`src/rtl/prbe_ram.sv`:
```
module prbe_ram #(
    parameter int W     = 8,
    parameter int DEPTH = 16
) (
    input  logic                       i_clk,
    input  logic                       i_we,
    input  logic [$clog2(DEPTH)-1:0]   i_waddr,
    input  logic [W-1:0]               i_wdata,
    input  logic [$clog2(DEPTH)-1:0]   i_raddr,
    output logic [W-1:0]               o_rdata
);
    logic [W-1:0] mem [DEPTH];

    always_ff @(posedge i_clk) begin
        if (i_we) begin
            mem[i_waddr] <= i_wdata;
        end
        o_rdata <= mem[i_raddr];
    end
endmodule

```
`config.mk`:
```
export PLATFORM = sky130hd
export DESIGN_NAME = prbe_ram
export DESIGN_NICKNAME = d
export VERILOG_FILES = /design/src/rtl/prbe_ram.sv
export SDC_FILE = /design/constraint.sdc
export NUM_CORES = 1
export LEC_CHECK = 0
export ABC_CLOCK_PERIOD_IN_PS = 3000
export BUFFER_PORTS_ARGS = -buffer_cell sky130_fd_sc_hd__buf_2
export CORE_MARGIN = 2
export CORE_UTILIZATION = 53
export DETAILED_ROUTE_END_ITERATION = 8
export GPL_TIMING_DRIVEN = 0
export PLACE_DENSITY = 0.73
export SYNTH_ARGS = -nofsm -noshare
export SYNTH_HDL_FRONTEND = slang
export SYNTH_SLANG_ARGS = --single-unit
```
`constraint.sdc`:
```
create_clock -name i_clk -period 3 [get_ports i_clk]
set_input_delay 0.15 -clock i_clk [delete_from_list [all_inputs] [get_ports i_clk]]
set_output_delay 0.15 -clock i_clk [all_outputs]
set_load 0.05 [all_outputs]
```
==> results.md, run 1 <==
* Crit path kind: reg -> reg
* Hold Path Cell Cnt at 1
* Die height at 103 µm
* Register Area at 4000 µm²
* Reg2reg start: mem[15][0]
* Post-DR wirelength/cell at 23.2 µm
* Period utilisation layout at 46.9%
* Cell family with most CP delay: multiplexers
* Post-Synth XOR/XNOR Area at 0%
* I/O pins at 26
* DRC at 0
* Share of cells above drive strength 1 at 28.7%
* Hold slack at 0.0232 ns
* Post-Route WL at 9620 µm
* Total negative slack at 0 ns
* Post-synth ARST share at 0%
* FF-to-FF path depth at 3
* DIE AREA at 10,500 µm²
* Utilization after layout at 64.7%
* Syn avg cell area at 22.5 µm²
* Post-synthesis compound-gate area fraction at 2.33%
* Largest family of logic cells by synthesized area: multiplexers
* RSZ-0062 raised after global routing: false
* CTS tree: yes
* Clock buffer depth at 2
* Data required time at the worst endpoint at 3.40 ns
* Port Buffers at 24
* Routed vias at 2,428
* Count of different cell masters after synthesis at 19
* Hold Startpoint: i_wdata[5]
* FP Rows at 35
* Cell Pwr Density at 741 nW/µm²
* Worst skew pair latency at 0.52 ns
* Slew headroom at 16.8%
* Met3 usage at 6.78%
* Grt met1 use at 29.1%
* Crit path largest cell delay at 0.51 ns
* Max Freq at 711 MHz
* Total chip power at 4470 µW
* Crit start category: register
* N_diodes at 0
* Seq/Total Area, Yosys at 77.8%
* CP Max Fanout at 1
* Min cycle time layout at 1.41 ns
* Netlist Area Pre-Place at 5150 µm²
* Pleak at 0.00203 µW
* Filler cells at 603
* Prevailing post-synth register cell: edfxtp_1
* Post-cts resize count at 0
* Synthesized instance count at 229
* Nets at 291
* Hold EP: mem[13][5]
* Post-CTS Hold Buffers at 0
* Clock Pin Slew Worst Setup and Hold Paths at 0.06 ns
* Met2 usage at 28.5%
* Largest net degree at the start of global routing at 17
* Postcts setup bufs at 0
* GPL Wtd Cong at 0.698
* Placed wire-length estimate at 5670 µm
* Synthesis Warnings at 0
* Final max-slew violation count at 0
* Crit-path cells: mux4_2, a22oi_1, nand2_1
* Vias/cell at 5.85
* Crit-path slowest cell: mux4_2
* Max_cap viols at 0
* Die Wd at 103 µm
* Core area at 9330 µm²
* Outcome: completed
* Slack of the worst reg-to-reg path at 1.59 ns
* Simple-Gate Fraction of Synth Area at 3.18%
* Vias in the first global route at 2,377
* Post-synth EDFFs at 128
* Layout Cell Area excl Fill at 6040 µm²
* Hold crit path type: in -> reg
* CTS sink count at 136
* Gr busiest metal: met1
* Yosys reg bits at 136
* GR Overflow Total at 0
* CTS buffer count at 17
* Clk_skew at 0.00669 ns
* DR pass1 iterations at 4
* Peak supply drop at 403 µV
* Post-Place Cell Area at 5430 µm²
* Initial antenna violation count at 0
* Area grow syn2layout at 17.3%
* Footprint of the multi-input gates at 1060 µm²
* CP endpoint kind: register
* DRT iter0 DRCs at 190
* Post-route antenna net violation count at 0
* Final setup violation count at 0
* Crit path DAT at 1.81 ns
* First-pass GRT wire length at 14,200 µm
* Final Hold Fails at 0
* Area share of fa/ha/maj cells after synthesis at 0%
* Global Route Usage Sum at 20.3%
* Starting Density at 55.2%
* Post-synthesis mux area share at 15.0%
* # H-tree levels at 4
* Worst r2r dst: o_rdata[0]
* Slew @ Worst Pin at 1.24 ns
* Net Count, Synth at 247
* Clk root buf: clkbuf_8
* CP Buf/Inv Count at 0
Yosys cell counts (all sizes together) (2+ instances only):
cell / instances / area share [%]
a22oi: 16 / 2.3
buf: 7 / 1.1
clkdlybuf4s25: 3 / 0.58
dfxtp: 8 / 3.1
edfxtp: 128 / 75
mux4: 32 / 15
nand2: 9 / 0.66
nand2b: 2 / 0.24
nand3b: 2 / 0.29
nor2: 13 / 0.95
nor3: 4 / 0.39
worst max path at each step:
stage,from,endpoint,slack [ns],cells after the start
6_report,mem[15][0],o_rdata[0],1.59,3
5_1_grt,i_waddr[2],mem[8][0],1.53,3
4_1_cts,i_waddr[2],mem[0][1],1.36,3
3_5_place_dp,i_waddr[2],mem[0][7],0.82,3
3_3_place_gp,i_waddr[2],mem[0][7],0.79,3
2_1_floorplan,i_waddr[2],mem[0][0],1.36,2
power by group:
part           total (µW)  switching (µW)  internal [µW]
registers            2130            9.79           2120
logic                 243             158           84.7
clock network        2090             752           1340
total                4470             919           3550
per-layer routing:
metal	up-vias	routed length, µm
li1	1063	-
met1	1243	4140
met2	108	4540
met3	14	708
met4	0	226
met5	-	0
registers in the layout, summed over array words and instances (netlist names):
register,cells
o_rdata,8
mem,128
cell usage in the layout, fill, tap and decap left out:
cell type        netlist  routed
nand3_1                1       1
clkinv_2               0       2
buf_6                  3       3
buf_4                  1       1
clkbuf_1               0       2
clkbuf_16              0      16
nand3b_1               2       2
clkbuf_4               0       1
mux4_1                14      14
buf_2                  3      27
or3b_2                 1       1
clkinvlp_4             0       2
clkbuf_8               0       1
bufinv_16              0       4
dfxtp_1                8       8
nand2_1                9       9
clkdlybuf4s25_2        3       3
nor3_1                 4       4
and2b_1                1       1
edfxtp_1             128     128
nor2_1                13      13
a22oi_1               16      16
clkinv_1               0       2
clkinv_4               0       3
nand2b_1               2       2
nor2b_1                1       1
and2_1                 1       1
mux4_2                18      18
cells by family (layout without fill, tap and decap cells):
group | Yosys count | after routing
and+or+nand+nor | 35 | 35
DFF | 136 | 136
muxes | 32 | 32
buffers and inverters | 10 | 67
AOI/OAI and AO/OA | 16 | 16
cell type report:
cell class / instances / area share, %
sequential: 136 / 66.3
multi-input combinational: 83 / 17.5
clock buffer: 19 / 6.98
clock inverter: 13 / 2.96
tap: 129 / 2.67
timing repair buffer: 25 / 2.11
buffer: 10 / 1.43
through the flow:
step           std cells  worst slack [ns]
6_report             415              1.59
5_1_grt              415              1.53
4_1_cts              414              1.36
3_5_place_dp         382             0.817
3_3_place_gp         382             0.794
2_1_floorplan        229              1.36
Power figures use the tool's default switching activity.
==> run 2: changes to the inputs <==
--- a/config.mk
+++ b/config.mk
@@ -5,7 +5,7 @@
 export SDC_FILE = /design/constraint.sdc
 export NUM_CORES = 1
 export LEC_CHECK = 0
-export ABC_CLOCK_PERIOD_IN_PS = 3000
+export ABC_CLOCK_PERIOD_IN_PS = 1300
 export BUFFER_PORTS_ARGS = -buffer_cell sky130_fd_sc_hd__buf_2
 export CORE_MARGIN = 2
 export CORE_UTILIZATION = 53
==> constraint.sdc (replaced) <==
create_clock -name i_clk -period 1.3 [get_ports i_clk]
set_input_delay 0.065 -clock i_clk [delete_from_list [all_inputs] [get_ports i_clk]]
set_output_delay 0.065 -clock i_clk [all_outputs]
set_load 0.05 [all_outputs]
==> run 2 against run 1 <==
Against the previous run: the run now ends with setup timing left; total power increased by 130%; core utilization increased by 1.5 points; clock-buffer cell count increased by 1; hold slack improved by 0.0046 ns; routed wire length decreased by 1.4%; cell count increased by 1.7%; sequential power increased by 130%; via count decreased by 0.16%; global-route usage about the same; final area increased by 2.3%; worst setup slack got worse by 1.6 ns; fmax increased by 6.3%; largest cell class unchanged.
==> results.md, run 2 (synthesis gave the netlist of run 1 again) <==
* Top flop regs: mem x128, o_rdata x8
* Layout Cell Area excl Fill at 6180 µm² (+2.3%)
* Final max-slew violation count at 0 (unchanged)
* Crit start category: register
* Worst setup margin at -0.0225 ns (-1.62 ns)
* Most common cell after layout, fill and taps aside: edfxtp_1
* Max_cap viols at 0 (unchanged)
* DR pass1 iterations at 4 (unchanged)
* Placed wire-length estimate at 5930 µm (+4.6%)
* CTS tree: yes
* First-pass GRT wire length at 14,300 µm (+0.63%)
* Min cycle time layout at 1.32 ns (-0.0833 ns)
* I/O pins at 26 (unchanged)
* Core area at 9330 µm² (unchanged)
* CP endpoint kind: register
* Port Buffers at 24 (unchanged)
* Pre-CTS WS at -0.565 ns (-1.38 ns)
* Initial antenna violation count at 0 (unchanged)
* FF-to-FF path depth at 3 (unchanged)
* Post-DR wirelength/cell at 22.5 µm (-3.0%)
* Share of cells above drive strength 1 at 35.5% (+6.8 points)
* Hold EP: o_rdata[0]
* Most flops, register: mem
* Postcts setup bufs at 0 (unchanged)
* Hold Startpoint: i_raddr[1]
* Starting Density at 55.2% (unchanged)
* Post-route antenna net violation count at 0 (unchanged)
* Sw Share at 20.1% (-0.48 points)
* Reg2reg start: mem[1][5]
* Sequential share of power at 47.3% (-0.4 points)
* Footprint of the multi-input gates at 1110 µm² (+4.7%)
* Failing checks: setup timing
* Pleak at 0.00205 µW (+0.96%)
* Die Wd at 103 µm (unchanged)
* Post-Route WL at 9480 µm (-1.4%)
* Peak supply drop at 1030 µV (+150%)
* Outcome: finished, violations left
* GR Overflow Total at 0 (unchanged)
* Vias in the first global route at 2,438 (+2.6%)
* Routed vias at 2,424 (-0.16%)
* Cell Pwr Density at 1690 nW/µm² (+130%)
* Clock buffer depth at 2 (unchanged)
* Filler cells at 591 (-2.0%)
* Max reg flops at 128 (unchanged)
* Crit path DAT at 1.72 ns (-0.09 ns)
* DRC at 0 (unchanged)
* Die height at 103 µm (unchanged)
* DRT iter0 DRCs at 269 (+42%)
* Worst skew pair latency at 0.52 ns (about the same)
* Combinational share of power at 5.8% (+0.4 points)
* Total chip power at 10,400 µW (+130%)
* Nets at 298 (+2.4%)
* DIE AREA at 10,500 µm² (unchanged)
* Global Route Usage Sum at 20.3% (-0.035 points)
* Slew headroom at 44.6% (+28 points)
* # H-tree levels at 4 (unchanged)
* Most frequent cells in the layout: edfxtp_1 (128), buf_2 (27), mux4_2 (24), clkbuf_16 (16), nor2_1 (12)
* Final Hold Fails at 0 (unchanged)
* Data required time at the worst endpoint at 1.69 ns (-1.71 ns)
* CP Max Fanout at 1 (unchanged)
* CTS sink count at 136 (unchanged)
* Vias/cell at 5.74 (-1.8%)
* Clk pwr share at 46.9% (about the same)
* Hold Path Cell Cnt at 4 (+3)
* Largest net degree at the start of global routing at 17 (unchanged)
* Final setup violation count at 1 (+1)
* Register Area at 4000 µm² (unchanged)
* P_int at 8330 µW (+130%)
* Slack of the worst reg-to-reg path at -0.02 ns (-1.62 ns)
* Post-Place Cell Area at 5430 µm² (about the same)
* RSZ-0062 raised after global routing: true
* Crit path kind: reg -> reg
* Max Freq at 756 MHz (+6.3%)
* N_diodes at 0 (unchanged)
* Clk_skew at 0.00668 ns (-0.0000114 ns)
* FP Rows at 35 (unchanged)
* CTS buffer count at 17 (unchanged)
* Period utilisation layout at 102% (+55 points)
* GPL Wtd Cong at 0.718 (+2.8%)
* Clk root buf: clkbuf_8
* Area grow syn2layout at 20.0%
* Worst r2r dst: o_rdata[5]
* Slew @ Worst Pin at 0.829 ns (-0.410 ns)
* Psw at 2090 µW (+130%)
* Hold crit path type: in -> reg
* Clock Pin Slew Worst Setup and Hold Paths at 0.06 ns (about the same)
## run 2: cell types whose count changed in the layout (fill, tap and decap cells not counted), moves of 2 or more
cell	previous run	this run
mux4_2	18	24
clkbuf_8	1	3
a22oi_2	0	10
nor3_1	4	0
nor3_2	0	4
a22oi_1	16	6
dlygate4sd3_1	0	8
mux4_1	14	8
## run 2: power by group through the flow
stage / clock (µW) / sequential, µW / combinational (µW)
after floorplan: 0 / 5120 / 249
after global placement: 0 / 5010 / 548
after detailed placement: 0 / 5020 / 562
after CTS: 4940 / 4930 / 601
after global routing: 5160 / 4930 / 648
final: 4890 / 4930 / 606
## run 2: timing repair
item / CTS / global route
endpoints found under the hold margin: 128 / 0
gates cloned: 0 / 0
hold buffers: 8 / 0
pin swaps: 6 / 7
endpoints found under the setup margin: 16 / 24
resized for setup: 10 / 10
## run 2: metal layers
layer / GRT usage [%] / up-vias / routed length [µm]
met1: 29.0 / 1233 / 4030
met4: 7.49 / 0 / 150
met3: 6.51 / 15 / 604
li1: - / 1074 / -
met2: 30.0 / 102 / 4700
met5: 0 / - / 0
## run 2: area by class of cell
cell class	instances	share of cell area, %
Buffer	10	1.40
Clock buffer	20	7.21
Clock inverter	12	2.81
Multi-Input combinational cell	83	17.9
Sequential cell	136	64.8
Tap cell	129	2.61
Timing Repair Buffer	32	3.24
## run 2: worst max-delay path, cell delays in order, from the launching register on
cell and delay, ns:
edfxtp_1 0.37, mux4_1 0.55, a22oi_2 0.20, nand2_1 0.09
## run 2: worst max-delay path by stage
stage / cells past startpoint / slack (ns) / endpoint / from
floorplan: 2 / -0.03 / mem[3][0] / i_waddr[2]
global placement: 3 / -0.55 / mem[8][3] / i_waddr[2]
detailed placement: 3 / -0.56 / mem[8][2] / i_waddr[2]
CTS: 3 / 0.0000007 / o_rdata[0] / mem[11][0]
global route: 3 / -0.06 / o_rdata[5] / mem[1][5]
finish: 3 / -0.02 / o_rdata[5] / mem[1][5]
## run 2: per-stage QoR
| stage | std cells | hold WS [ns] | utilization [%] | setup TNS [ns] |
|---|---|---|---|---|
| finish | 422 | 0.0278 | 66.2 | -0.0225 |
| global route | 422 | 0.0210 | 66.2 | -0.194 |
| CTS | 422 | 0.0184 | 66.2 | 0 |
| detailed placement | 382 | 0.479 | 58.3 | -36.40 |
| global placement | 382 | 0.458 | 58.3 | -34.00 |
| floorplan | 229 | 0.164 | - | -0.863 |
==> run 3: changes to the inputs <==
--- a/config.mk
+++ b/config.mk
@@ -8,10 +8,10 @@
 export ABC_CLOCK_PERIOD_IN_PS = 1300
 export BUFFER_PORTS_ARGS = -buffer_cell sky130_fd_sc_hd__buf_2
 export CORE_MARGIN = 2
-export CORE_UTILIZATION = 53
+export CORE_UTILIZATION = 25
 export DETAILED_ROUTE_END_ITERATION = 8
 export GPL_TIMING_DRIVEN = 0
-export PLACE_DENSITY = 0.73
+export PLACE_DENSITY = 0.41
 export SYNTH_ARGS = -nofsm -noshare
 export SYNTH_HDL_FRONTEND = slang
 export SYNTH_SLANG_ARGS = --single-unit
==> run 3 against run 2 <==
Against the previous run: the run still ends with setup timing left; register-to-register slack worse by 0.06 ns; sequential power about the same; largest cell class unchanged; flip-flop and latch count unchanged; critical endpoint is now o_rdata[3]; fmax down 4.2%; global-route usage down 9.1 points; critical path type unchanged; combinational power up 2%; clock-buffer cell count up 1.
==> results.md, run 3 (synthesis gave the netlist of run 1 again) <==
* Outcome: finished, violations left
* Failing checks: setup timing
* Most common cell after layout, fill and taps aside: edfxtp_1
* Vias/cell at 4.25 (-26%)
* Hold crit path type: in -> reg
* Max_cap viols at 0 (unchanged)
* Die Wd at 147 µm (+44%)
* Cell Pwr Density at 1590 nW/µm² (-5.7%)
* Placed wire-length estimate at 7330 µm (+24%)
* CTS buffer count at 17 (unchanged)
* Hold slack at 0.0688 ns (+0.0410 ns)
* Top flop regs: mem x128, o_rdata x8
* Worst Setup EP: o_rdata[3]
* Crit start category: register
* CTS tree: yes
* CP endpoint kind: register
* Clock buffer depth at 2 (unchanged)
* Max Freq at 725 MHz (-4.2%)
* Hold Startpoint: i_wdata[5]
* Largest net degree at the start of global routing at 17 (unchanged)
* GPL Wtd Cong at 0.728 (+1.4%)
* Worst setup margin at -0.0798 ns (-0.0574 ns)
* Worst r2r dst: o_rdata[3]
* Min cycle time layout at 1.38 ns (+0.0574 ns)
* RSZ-0062 raised after global routing: true
* I/O pins at 26 (unchanged)
* DRC at 0 (unchanged)
* Postcts setup bufs at 0 (unchanged)
* Clk root buf: clkbuf_16
* Final setup violation count at 6 (+5)
* DRT iter0 DRCs at 210 (-22%)
* Reg2reg start: mem[2][3]
* Final Hold Fails at 0 (unchanged)
* Post-Route WL at 11,500 µm (+21%)
* Crit path DAT at 1.66 ns (-0.06 ns)
* Die height at 147 µm (+44%)
* Slack of the worst reg-to-reg path at -0.08 ns (-0.06 ns)
* Port Buffers at 24 (unchanged)
* Peak supply drop at 878 µV (-14%)
* Crit path kind: reg -> reg
* Post-DR wirelength/cell at 20.7 µm (-8.0%)
* Worst skew pair latency at 0.41 ns (-0.11 ns)
* First-pass GRT wire length at 16,700 µm (+16%)
* Slew @ Worst Pin at 0.870 ns (+0.0417 ns)
* Final max-slew violation count at 0 (unchanged)
* Vias in the first global route at 2,448 (+0.41%)
* Nets at 290 (-2.7%)
* Global Route Usage Sum at 11.2% (-9.1 points)
* CTS sink count at 136 (unchanged)
* Period utilisation layout at 106% (+4.4 points)
* Layout Cell Area excl Fill at 6170 µm² (about the same)
* Most frequent cells in the layout: edfxtp_1 (128), buf_2 (27), mux4_2 (26), clkbuf_16 (17), nor2_1 (10)
* Placed Instances at 523 (+37%)
* FF-to-FF path depth at 3 (unchanged)
* # H-tree levels at 4 (unchanged)
* Max reg flops at 128 (unchanged)
* Final Non-Filler Cells at 555 (+32%)
* Starting Density at 25.4% (-30 points)
* Most flops, register: mem
* DIE AREA at 21,800 µm² (+110%)
* Clock Pin Slew Worst Setup and Hold Paths at 0.06 ns (about the same)
* DR pass1 iterations at 4 (unchanged)
* Utilization after layout at 30.5% (-36 points)
* Clk_skew at 0.00558 ns (-0.00110 ns)
* FP Rows at 52 (+49%)
* Post-route antenna net violation count at 0 (unchanged)
* Area grow syn2layout at 20.0% (about the same)
* Post-Place Cell Area at 5620 µm² (+3.4%)
* Initial antenna violation count at 0 (unchanged)
* Pleak at 0.00197 µW (-3.8%)
* N_diodes at 0 (unchanged)
* CP Max Fanout at 1 (unchanged)
* GR Overflow Total at 0 (unchanged)
* Filler cells at 1,977 (+230%)
* Share of cells above drive strength 1 at 35.8% (+0.29 points)
* Core area at 20,200 µm² (+120%)
* Post-CTS Hold Buffers at 0 (-8)
* Slew headroom at 41.8% (-2.8 points)
* Data required time at the worst endpoint at 1.58 ns (-0.11 ns)
* Routed vias at 2,356 (-2.8%)
* Setup crit start: mem[2][3]
[run 3: critical path, cell delays in order (launching register included)]
cell      delay [ns]
edfxtp_1        0.37
mux4_2          0.51
a22oi_2         0.25
nand2_1         0.12
[run 3: worst min path at each step]
stage / slack [ns] / to / cells after the start
2_1_floorplan: 0.16 / mem[0][0] / 0
3_3_place_gp: 0.48 / mem[6][5] / 1
3_5_place_dp: 0.49 / mem[6][5] / 1
4_1_cts: 0.05 / mem[6][5] / 1
5_1_grt: 0.07 / mem[6][5] / 1
6_report: 0.07 / mem[6][5] / 1
[run 3: cell type report]
type | count | area [µm²] | share of cell area (%)
buffer | 10 | 86.3 | 1.40
clock buffer | 21 | 440 | 7.13
clock inverter | 11 | 82.6 | 1.34
multi-input combinational | 83 | 1100 | 17.9
sequential | 136 | 4000 | 64.8
tap | 270 | 338 | 5.47
timing repair buffer | 24 | 120 | 1.95
[run 3: per-layer routing]
metal,GRT usage [%],vias up,wire [µm]
li1,-,1053,-
met3,3.55,4,566
met4,3.03,0,48
met1,16.1,1244,5620
met5,0,-,0
met2,16.4,55,5240
[run 3: what timing repair did]
item                                    CTS  global route
gates resized for setup                  18             4
hold endpoints to repair                  0             0
pin swaps                                 6             4
endpoints found under the setup margin   48             8
[run 3: per-stage QoR]
stage | TNS (ns) | setup slack [ns] | power (µW)
global placement | -51.65 | -0.729 | 5610
finish | -0.270 | -0.0798 | 9820
global route | -0.550 | -0.104 | 10200
detailed placement | -43.07 | -0.555 | 5630
floorplan | -0.863 | -0.0311 | 5370
CTS | -0.399 | -0.0772 | 9920
[run 3: report_power, final]
group / internal [µW] / total, µW / switching [µW]
clock network: 2590 / 4280 / 1690
registers: 4900 / 4930 / 23.7
logic: 207 / 618 / 411
